### config.mk
export PLATFORM = sky130hd
export DESIGN_NAME = fixed_timestep_accumulator_unit
export DESIGN_NICKNAME = d
export VERILOG_FILES = /design/src/sv/fta_pkg.sv /design/src/sv/fta_div.sv /design/src/sv/fixed_timestep_accumulator_unit.sv
export SDC_FILE = /design/constraint.sdc
export NUM_CORES = 2
export LEC_CHECK = 0
export BUFFER_PORTS_ARGS = -buffer_cell sky130_fd_sc_hd__buf_4
export CAP_MARGIN = 20
export CORE_UTILIZATION = 60
export DETAILED_ROUTE_END_ITERATION = 7
export PLACE_DENSITY = 0.86
export REMOVE_ABC_BUFFERS = 1
export SKIP_LAST_GASP = 1
export SYNTH_ARGS = -nofsm -noshare
export SYNTH_HDL_FRONTEND = slang
export SYNTH_HIERARCHICAL = 1
export SYNTH_SLANG_ARGS = --single-unit
### constraint.sdc
create_clock -name clk_i -period 30.8 [get_ports clk_i]
set_input_delay 4.62 -clock clk_i [delete_from_list [all_inputs] [get_ports clk_i]]
set_output_delay 4.62 -clock clk_i [all_outputs]
set_load 0.03 [all_outputs]
### src/sv/fta_pkg.sv
`timescale 1ns / 1ps
`default_nettype none
// ----------------------------------------------------------------------------
// fta_pkg
// Shared types, widths and constants of the fixed-timestep accumulator.
// ----------------------------------------------------------------------------
package fta_pkg;

  localparam int RateW    = 10;   // tick rate register
  localparam int StepsW   = 11;   // catch-up cap register, step count
  localparam int FrameW   = 24;   // frame clamp register, accepted time
  localparam int TickW    = 64;   // tick counter, times in microseconds
  localparam int RemW     = 20;   // scaled remainder, alpha numerator
  localparam int StepW    = 20;   // step length
  localparam int AccW     = 34;   // remainder plus accepted time times rate
  localparam int QuoAW    = 14;   // whole steps available in one frame
  localparam int DivW     = 20;   // divisor width of the shared divider
  localparam int StepCntW = 6;    // divider iteration count
  localparam int CfgIdxW  = 2;
  localparam int CfgDataW = 24;

  localparam logic [RemW-1:0]   OneSecondUs = 20'd1000000;
  localparam logic [RateW-1:0]  RateLimit   = 10'd1000;
  localparam logic [StepsW-1:0] StepsLimit  = 11'd1024;
  localparam logic [FrameW-1:0] FrameLimit  = 24'd10000000;

  localparam logic [RateW-1:0]  RateReset   = 10'd60;
  localparam logic [StepsW-1:0] StepsReset  = 11'd8;
  localparam logic [FrameW-1:0] FrameReset  = 24'd250000;

  localparam logic [CfgIdxW-1:0] CfgTickRate = 2'd0;
  localparam logic [CfgIdxW-1:0] CfgMaxSteps = 2'd1;
  localparam logic [CfgIdxW-1:0] CfgMaxFrame = 2'd2;

  localparam logic CmdAdvance = 1'b0;
  localparam logic CmdReset   = 1'b1;

  typedef enum logic [1:0] {
    STATUS_OK,
    STATUS_BAD_RATE,
    STATUS_BAD_STEPS,
    STATUS_BAD_FRAME
  } status_e;

  typedef enum logic [3:0] {
    S_IDLE,
    S_MUL,
    S_LAUNCH_A,
    S_WAIT_A,
    S_LAUNCH_L,
    S_WAIT_L,
    S_LAUNCH_E,
    S_WAIT_E,
    S_FIN
  } state_e;

  typedef struct packed {
    logic                  cmd;
    logic [TickW-1:0]      frame_time;
    logic [TickW-1:0]      start_tick;
  } in_t;

  typedef struct packed {
    status_e               status;
    logic [TickW-1:0]      next_tick;
    logic [StepW-1:0]      step_length;
    logic [StepsW-1:0]     steps_run;
    logic [TickW-1:0]      dropped_time;
    logic [RemW-1:0]       alpha_numerator;
  } out_t;

  typedef struct packed {
    logic                  start;
    logic [DivW-1:0]       rem_init;
    logic [AccW-1:0]       dividend;
    logic [DivW-1:0]       divisor;
    logic [StepCntW-1:0]   steps;
  } div_req_t;

  typedef struct packed {
    logic                  done;
    logic [AccW-1:0]       quot;
    logic [DivW-1:0]       rem;
  } div_rsp_t;

endpackage

`default_nettype wire

### src/sv/fta_div.sv
`timescale 1ns / 1ps
`default_nettype none
// ----------------------------------------------------------------------------
// fta_div
// Radix-2 restoring divider, one quotient bit per cycle, shared by all
// divisions of the accumulator.
// ----------------------------------------------------------------------------
module fta_div (
  input  logic              clk_i,
  input  logic              rst_ni,
  input  fta_pkg::div_req_t req_i,
  output fta_pkg::div_rsp_t rsp_o
);
  import fta_pkg::*;

  logic                busy_q, done_q;
  logic [StepCntW-1:0] cnt_q;
  logic [DivW-1:0]     r_q, d_q;
  logic [AccW-1:0]     n_q, q_q;

  logic [DivW:0]       trial;
  logic [DivW+1:0]     diff;
  logic                ge;

  // dividend bits enter MSB first behind the partial remainder
  assign trial = {r_q, n_q[AccW-1]};
  assign diff  = {1'b0, trial} - {2'b00, d_q};
  assign ge    = ~diff[DivW+1];

  always_ff @(posedge clk_i or negedge rst_ni) begin
    if (!rst_ni) begin
      busy_q <= 1'b0;
      done_q <= 1'b0;
      cnt_q  <= '0;
    end else begin
      done_q <= 1'b0;
      if (req_i.start) begin
        busy_q <= 1'b1;
        cnt_q  <= req_i.steps;
      end else if (busy_q) begin
        cnt_q <= cnt_q - 1'b1;
        if (cnt_q == StepCntW'(1)) begin
          busy_q <= 1'b0;
          done_q <= 1'b1;
        end
      end
    end
  end

  always_ff @(posedge clk_i) begin
    if (req_i.start) begin
      r_q <= req_i.rem_init;
      n_q <= req_i.dividend;
      d_q <= req_i.divisor;
      q_q <= '0;
    end else if (busy_q) begin
      r_q <= ge ? diff[DivW-1:0] : trial[DivW-1:0];
      n_q <= {n_q[AccW-2:0], 1'b0};
      q_q <= {q_q[AccW-2:0], ge};
    end
  end

  assign rsp_o.done = done_q;
  assign rsp_o.quot = q_q;
  assign rsp_o.rem  = r_q;

endmodule

`default_nettype wire

### src/sv/fixed_timestep_accumulator_unit.sv
`timescale 1ns / 1ps
`default_nettype none
// ----------------------------------------------------------------------------
// fixed_timestep_accumulator_unit
// Fixed-timestep accumulator with catch-up cap: turns frame time into whole
// simulation steps, tracks the tick counter, remainder and dropped time.
// ----------------------------------------------------------------------------
//   channel   handshake              payload
//   cfg       cfg_valid_i/ready_o    cfg_index_i, cfg_data_i
//   in        in_valid_i/stall_o     in_data_i  (fta_pkg::in_t)
//   out       out_valid_o/stall_i    out_data_o (fta_pkg::out_t)
//
// An advance runs a bit-serial multiply by the rate, then the shared
// one-bit-per-cycle divider runs 14 steps for whole steps and 20 for the
// step length. When the cap drops steps a further 34-step division follows.
// A reset command loads the counter and remainder and returns no result;
// a bad configuration goes straight to the result.
// Input stalls while an item is in flight; the output register holds a
// result until it is taken, and the next item is accepted meanwhile.
// ----------------------------------------------------------------------------
module fixed_timestep_accumulator_unit (
  input  logic                          clk_i,
  input  logic                          rst_ni,
  input  logic                          cfg_valid_i,
  output logic                          cfg_ready_o,
  input  logic [fta_pkg::CfgIdxW-1:0]   cfg_index_i,
  input  logic [fta_pkg::CfgDataW-1:0]  cfg_data_i,
  input  logic                          in_valid_i,
  output logic                          in_stall_o,
  input  fta_pkg::in_t                  in_data_i,
  output logic                          out_valid_o,
  input  logic                          out_stall_i,
  output fta_pkg::out_t                 out_data_o
);
  import fta_pkg::*;

  state_e              state_q, state_d;
  logic [RateW-1:0]    rate_q;
  logic [StepsW-1:0]   max_steps_q;
  logic [FrameW-1:0]   max_frame_q;
  logic [RemW-1:0]     rem_q;
  logic [TickW-1:0]    tick_q;

  status_e             cfg_status, status_q;
  logic [AccW-1:0]     prod_q, mcand_q;
  logic [RateW-1:0]    rsh_q;
  logic [3:0]          mul_cnt_q;
  logic [TickW-1:0]    drop_q;
  logic [StepsW-1:0]   count_q;
  logic [QuoAW-1:0]    excess_q;
  logic [RemW-1:0]     rem_new_q;
  logic [StepW-1:0]    step_len_q;

  out_t                out_q, out_d;
  logic                out_valid_q, out_free, out_load;

  div_req_t            div_req;
  div_rsp_t            div_rsp;

  logic                accept, advance, clamp;
  logic [FrameW-1:0]   accepted;
  logic [QuoAW-1:0]    avail, steps_ext;
  logic                over;
  logic [TickW:0]      drop_sum;

  assign cfg_ready_o = 1'b1;
  assign in_stall_o  = (state_q != S_IDLE);
  assign accept      = in_valid_i && !in_stall_o;
  assign advance     = accept && (in_data_i.cmd == CmdAdvance);
  assign out_free    = !out_valid_q || !out_stall_i;

  // configuration check in priority order
  always_comb begin
    if (rate_q == '0 || rate_q > RateLimit) begin
      cfg_status = STATUS_BAD_RATE;
    end else if (max_steps_q == '0 || max_steps_q > StepsLimit) begin
      cfg_status = STATUS_BAD_STEPS;
    end else if (max_frame_q == '0 || max_frame_q > FrameLimit) begin
      cfg_status = STATUS_BAD_FRAME;
    end else begin
      cfg_status = STATUS_OK;
    end
  end

  assign clamp    = (|in_data_i.frame_time[TickW-1:FrameW]) ||
                    (in_data_i.frame_time[FrameW-1:0] >= max_frame_q);
  assign accepted = clamp ? max_frame_q : in_data_i.frame_time[FrameW-1:0];

  assign avail     = div_rsp.quot[QuoAW-1:0];
  assign steps_ext = {{(QuoAW-StepsW){1'b0}}, max_steps_q};
  assign over      = avail > steps_ext;

  assign drop_sum  = {1'b0, drop_q} + {{(TickW+1-AccW){1'b0}}, div_rsp.quot};

  // state register
  always_ff @(posedge clk_i or negedge rst_ni) begin
    if (!rst_ni) begin
      state_q <= S_IDLE;
    end else begin
      state_q <= state_d;
    end
  end

  // next state and divider launch
  always_comb begin
    state_d  = state_q;
    div_req  = '0;
    out_load = 1'b0;
    case (state_q)
      S_IDLE: begin
        if (advance) begin
          state_d = (cfg_status == STATUS_OK) ? S_MUL : S_FIN;
        end
      end
      S_MUL: begin
        if (mul_cnt_q == 4'd1) begin
          state_d = S_LAUNCH_A;
        end
      end
      S_LAUNCH_A: begin
        div_req.start    = 1'b1;
        div_req.rem_init = prod_q[AccW-1:QuoAW];
        div_req.dividend = {prod_q[QuoAW-1:0], {(AccW-QuoAW){1'b0}}};
        div_req.divisor  = OneSecondUs;
        div_req.steps    = StepCntW'(QuoAW);
        state_d          = S_WAIT_A;
      end
      S_WAIT_A: begin
        if (div_rsp.done) begin
          state_d = S_LAUNCH_L;
        end
      end
      S_LAUNCH_L: begin
        div_req.start    = 1'b1;
        div_req.dividend = {OneSecondUs, {(AccW-RemW){1'b0}}};
        div_req.divisor  = {{(DivW-RateW){1'b0}}, rate_q};
        div_req.steps    = StepCntW'(RemW);
        state_d          = S_WAIT_L;
      end
      S_WAIT_L: begin
        if (div_rsp.done) begin
          state_d = (excess_q != '0) ? S_LAUNCH_E : S_FIN;
        end
      end
      S_LAUNCH_E: begin
        div_req.start    = 1'b1;
        div_req.dividend = AccW'(excess_q) * AccW'(OneSecondUs);
        div_req.divisor  = {{(DivW-RateW){1'b0}}, rate_q};
        div_req.steps    = StepCntW'(AccW);
        state_d          = S_WAIT_E;
      end
      S_WAIT_E: begin
        if (div_rsp.done) begin
          state_d = S_FIN;
        end
      end
      S_FIN: begin
        if (out_free) begin
          out_load = 1'b1;
          state_d  = S_IDLE;
        end
      end
      default: begin
        state_d = S_IDLE;
      end
    endcase
  end

  // configuration registers and architectural state
  always_ff @(posedge clk_i or negedge rst_ni) begin
    if (!rst_ni) begin
      rate_q      <= RateReset;
      max_steps_q <= StepsReset;
      max_frame_q <= FrameReset;
      rem_q       <= '0;
      tick_q      <= '0;
    end else begin
      if (cfg_valid_i && cfg_ready_o) begin
        case (cfg_index_i)
          CfgTickRate: rate_q      <= cfg_data_i[RateW-1:0];
          CfgMaxSteps: max_steps_q <= cfg_data_i[StepsW-1:0];
          CfgMaxFrame: max_frame_q <= cfg_data_i[FrameW-1:0];
          default:     ;
        endcase
      end
      if (accept && in_data_i.cmd == CmdReset) begin
        rem_q  <= '0;
        tick_q <= in_data_i.start_tick;
      end else if (out_load && status_q == STATUS_OK) begin
        rem_q  <= rem_new_q;
        tick_q <= tick_q + TickW'(count_q);
      end
    end
  end

  // datapath
  always_ff @(posedge clk_i) begin
    case (state_q)
      S_IDLE: begin
        if (advance) begin
          status_q  <= cfg_status;
          prod_q    <= AccW'(rem_q);
          mcand_q   <= AccW'(accepted);
          rsh_q     <= rate_q;
          mul_cnt_q <= 4'(RateW);
          drop_q    <= in_data_i.frame_time - TickW'(accepted);
        end
      end
      S_MUL: begin
        // shift-add, one rate bit per cycle
        if (rsh_q[0]) begin
          prod_q <= prod_q + mcand_q;
        end
        mcand_q   <= {mcand_q[AccW-2:0], 1'b0};
        rsh_q     <= {1'b0, rsh_q[RateW-1:1]};
        mul_cnt_q <= mul_cnt_q - 1'b1;
      end
      S_WAIT_A: begin
        if (div_rsp.done) begin
          count_q   <= over ? max_steps_q : avail[StepsW-1:0];
          excess_q  <= over ? (avail - steps_ext) : '0;
          rem_new_q <= div_rsp.rem[RemW-1:0];
        end
      end
      S_WAIT_L: begin
        if (div_rsp.done) begin
          step_len_q <= div_rsp.quot[StepW-1:0];
        end
      end
      S_WAIT_E: begin
        // saturate the dropped time
        if (div_rsp.done) begin
          drop_q <= drop_sum[TickW] ? {TickW{1'b1}} : drop_sum[TickW-1:0];
        end
      end
      default: ;
    endcase
  end

  fta_div u_div (
    .clk_i  (clk_i),
    .rst_ni (rst_ni),
    .req_i  (div_req),
    .rsp_o  (div_rsp)
  );

  always_comb begin
    out_d        = '0;
    out_d.status = status_q;
    if (status_q == STATUS_OK) begin
      out_d.next_tick       = tick_q + TickW'(1);
      out_d.step_length     = step_len_q;
      out_d.steps_run       = count_q;
      out_d.dropped_time    = drop_q;
      out_d.alpha_numerator = rem_new_q;
    end
  end

  // output register: hold until the transfer completes
  always_ff @(posedge clk_i or negedge rst_ni) begin
    if (!rst_ni) begin
      out_valid_q <= 1'b0;
    end else if (out_load) begin
      out_valid_q <= 1'b1;
    end else if (!out_stall_i) begin
      out_valid_q <= 1'b0;
    end
  end

  always_ff @(posedge clk_i) begin
    if (out_load) begin
      out_q <= out_d;
    end
  end

  assign out_valid_o = out_valid_q;
  assign out_data_o  = out_q;

`ifndef SYNTHESIS
  a_rem_in_range: assert property (@(posedge clk_i) disable iff (!rst_ni)
    (state_q == S_FIN && status_q == STATUS_OK) |-> (rem_new_q < OneSecondUs))
    else $error("remainder left after whole steps is out of range");

  a_div_done_waiting: assert property (@(posedge clk_i) disable iff (!rst_ni)
    div_rsp.done |-> (state_q == S_WAIT_A || state_q == S_WAIT_L ||
                      state_q == S_WAIT_E))
    else $error("divider finished outside a wait state");

  a_count_capped: assert property (@(posedge clk_i) disable iff (!rst_ni)
    (out_valid_o && out_data_o.status == STATUS_OK) |->
      (out_data_o.steps_run <= max_steps_q))
    else $error("step count exceeds catch-up cap");

  a_load_when_free: assert property (@(posedge clk_i) disable iff (!rst_ni)
    (out_valid_o && out_stall_i) |=> (state_q != S_IDLE || $stable(out_data_o)))
    else $error("held result overwritten");
`endif

endmodule

`default_nettype wire

==> impl_metrics.yaml <==
global_route:
  grt.total_usage: 0.3242
  antenna_found_initial: 3
  busiest_layer: "met2"
  gr-usage-met2: 0.5085
  grt_max_degree: 161
  grt_pass1_wl_um: 170100
  gr-usage-met3: 0.06475
  use_met1: 0.4420
  globalRouteOverflowTotal: 0
  grt_pass1_vias: 30520
worst_hold_path:
  min_path_type: "reg2reg"
job:
  drv_cap: 0
synthesis:
  syn_inst: 3841
  async_reset_ff_frac: 0.2205
  synth_area_sq_mm: 0.03959
  ys_ff_latch: 644
  synthDistinctLibCells: 95
  yosysTopAreaCellShare: 0.3550
  synth_area_per_cell_sq_um: 10.31
  synth_edf_count: 468
  seq_area_frac_synth: 0.4623
  synth_area_leaders: "edfxtp_1 35%, ha_1 8.2%, dfrtp_1 8.2%"
  synth_flop_cell: "edfxtp_1"
  yosysWarnings: 6
  yosys.area.top_type: "edfxtp_1"
placement:
  dp_hpwl_um: 79410
  gp_congestion: 0.9846
  io_buffers: 342
  dp_cells: 4917
  dp_slack_ns: 19.84
route:
  first_pass_iters: 6
  viasPerCell: 6.230
  vias: 31470
  ant_nets: 0
  routedWlPerCell_um: 21.58
  remaining_drc_errors: 0
  finalWirelength_um: 109000
  drtIter0Drc: 3518
floorplan:
  core.rowCount: 93
  dieWidth_um: 258.9
  core_sq_mm: 0.06481
  die_h_um: 258.9
  initial_core_util: 0.6108
  die_area_sq_mm: 0.06701
  io_pins: 344
setup_path:
  cp_top_family: "compound AO/OA/AOI/OAI gates"
  max_stage_delay_ns: 0.69
  cp_data_required_time_ns: 31.12
  cp_max_fo: 33
  path_buf_inv: 2
  worstPathCellList: "buf_4 > or3_4 > or3_1 > or4b_1 > nand4b_4 > nor2_4 > buf_4 > a21oi_1 > ha_1 > o21a_1 > o21ai_0 > a211oi_1 > o21ai_0 > a21oi_1 > o2111ai_1 > a31oi_1 > nor3_1 > o32ai_1 > a31oi_1"
  critPathSlowestCell: "a31oi_1"
  worstSetupPathType: "in2reg"
  cp.arrival_ns: 10.49
  startpoint_type: "primary input"
  crit_path_end_kind: "flop"
timing:
  setup_viol: 0
  final_max_slew_viol_count: 0
  fmaxAchievable_mhz: 98.31
  layout_min_cycle_time_ns: 10.17
  layout_setup_ws_ns: 20.63
  rsz0062_at_grt: "false"
  hold_slack_ns: 0.4860
  fin_crit_sh: 0.3303
  finalSetupTns_ns: 0
  slew_headroom: 0.2352
  hold_viol_final: 0
  finalClockSkew_ns: 0.02923
  worstMarginPinSlew_ns: 1.147
clock_tree:
  cts_buffers: 69
  clk_latency_ns: 0.62
  path_clk_slew_ns: 0.06
  cts.hold.buffers_added: 0
  cts_max_level: 3
  cts-root-buf: "clkbuf_16"
  post_cts_resized: 0
  cts_num_sinks: 644
  cts_max_path_buffers: 3
  postCtsSetupBuffers: 0
  cts_tree: "yes"
power_and_ir_drop:
  total_power_mw: 2.013
  leakagePower_nw: 17.88
  ir_drop_v: 0.00003922
  power_density_mw_per_mm2: 44.40
final_layout:
  fill_cells: 4618
  final_common_cell: "edfxtp_1"
  fin_nets: 4610
  area_growth_pct: 14.51
  final_cell_mix: "468 x edfxtp_1, 369 x buf_4, 343 x nor2_1, 321 x nand2_1, 261 x ha_1"
  final_layout_size_suffix_gt1_frac: 0.1562
  final_cells: 5051
outcome:
  status: "complete, no violations"
## worst reg2reg max path, delay by kind of cell (launching register included)
kind / cells / cell delay (ns)
adders and majority gates: 7 / 3.28
muxes: 1 / 0.27
AOI/OAI and AO/OA: 8 / 2.14
DFF: 1 / 0.55
buffers and inverters: 2 / 0.10
xor gates and xnor gates: 1 / 0.15
## power breakdown
group          internal [mW]  total, mW  switching [mW]
Clock                  0.506      0.868           0.361
Combinational         0.0787      0.182           0.104
Sequential             0.943      0.963          0.0199
## final cells by class
| type | count | area, sq um | area share |
|---|---|---|---|
| Tap cell | 855 | 1070 | 0.02360 |
| Multi-Input combinational cell | 2847 | 19990 | 0.4411 |
| Timing Repair Buffer | 375 | 2858 | 0.06304 |
| Clock inverter | 43 | 503.0 | 0.01110 |
| Sequential cell | 644 | 18300 | 0.4038 |
| Clock buffer | 83 | 1841 | 0.04060 |
| Antenna cell | 3 | 7.507 | 0.0001656 |
| Inverter | 201 | 754.5 | 0.01664 |
## cell usage after synthesis (40+ instances only)
cell,count
edfxtp_1,468
nor2_1,345
nand2_1,322
ha_1,261
a21oi_1,215
inv_1,201
o21ai_0,190
xnor2_1,187
and2_1,168
clkbuf_1,130
dfrtp_1,130
nor3_1,99
xor2_1,96
mux2_2,90
nand3_1,83
a22oi_1,52
fa_1,51
a21o_1,49
nand4_1,48
mux2i_1,40
or3_1,40
## final timing paths
| check | startpoint | to | slack, ns | cells after the start |
|---|---|---|---|---|
| setup / recovery | in_data_i[106] | drop_q[27] | 20.63 | 19 |
| hold / removal | u_div/r_q[6] | rem_new_q[6] | 0.49 | 0 |
| setup reg to reg | excess_q[0] | u_div/n_q[33] | 24.07 | 19 |
| hold reg to reg | u_div/r_q[6] | rem_new_q[6] | 0.49 | 0 |
| max in group asynchronous | rst_ni | max_frame_q[20] | 25.23 | 2 |
| min in group asynchronous | rst_ni | tick_q[30] | 4.04 | 1 |
## state kept, by name, summed over array words and instances, names as in the netlist, 20 cells and up
name         cells
out_data_o     181
rem_new_q       20
mcand_q         34
tick_q          64
u_div/r_q       20
drop_q          64
prod_q          34
u_div/q_q       34
step_len_q      20
max_frame_q     24
u_div/d_q       20
u_div/n_q       34
rem_q           20
## per-layer routing
metal,vias to the layer above,part of all wire
met5,-,0
met2,1589,0.46
met4,0,0.039
met1,15170,0.41
li1,14460,-
met3,250,0.099
## cell families after synthesis
group	synth area share
DFF	0.4623
and+or+nand+nor	0.1662
muxes	0.03628
buffers and inverters	0.03571
adders and majority gates	0.1090
xor gates and xnor gates	0.06261
AOI/OAI and AO/OA	0.1276
other	0.0001897
## stage by stage
stage	utilization	cell area [sq um]
2_1_floorplan	-	38970
3_3_place_gp	0.6621	42920
3_5_place_dp	0.6621	42920
4_1_cts	0.6983	45260
5_1_grt	0.6994	45330
6_report	0.6994	45330
Power figures use the tool's default switching activity.
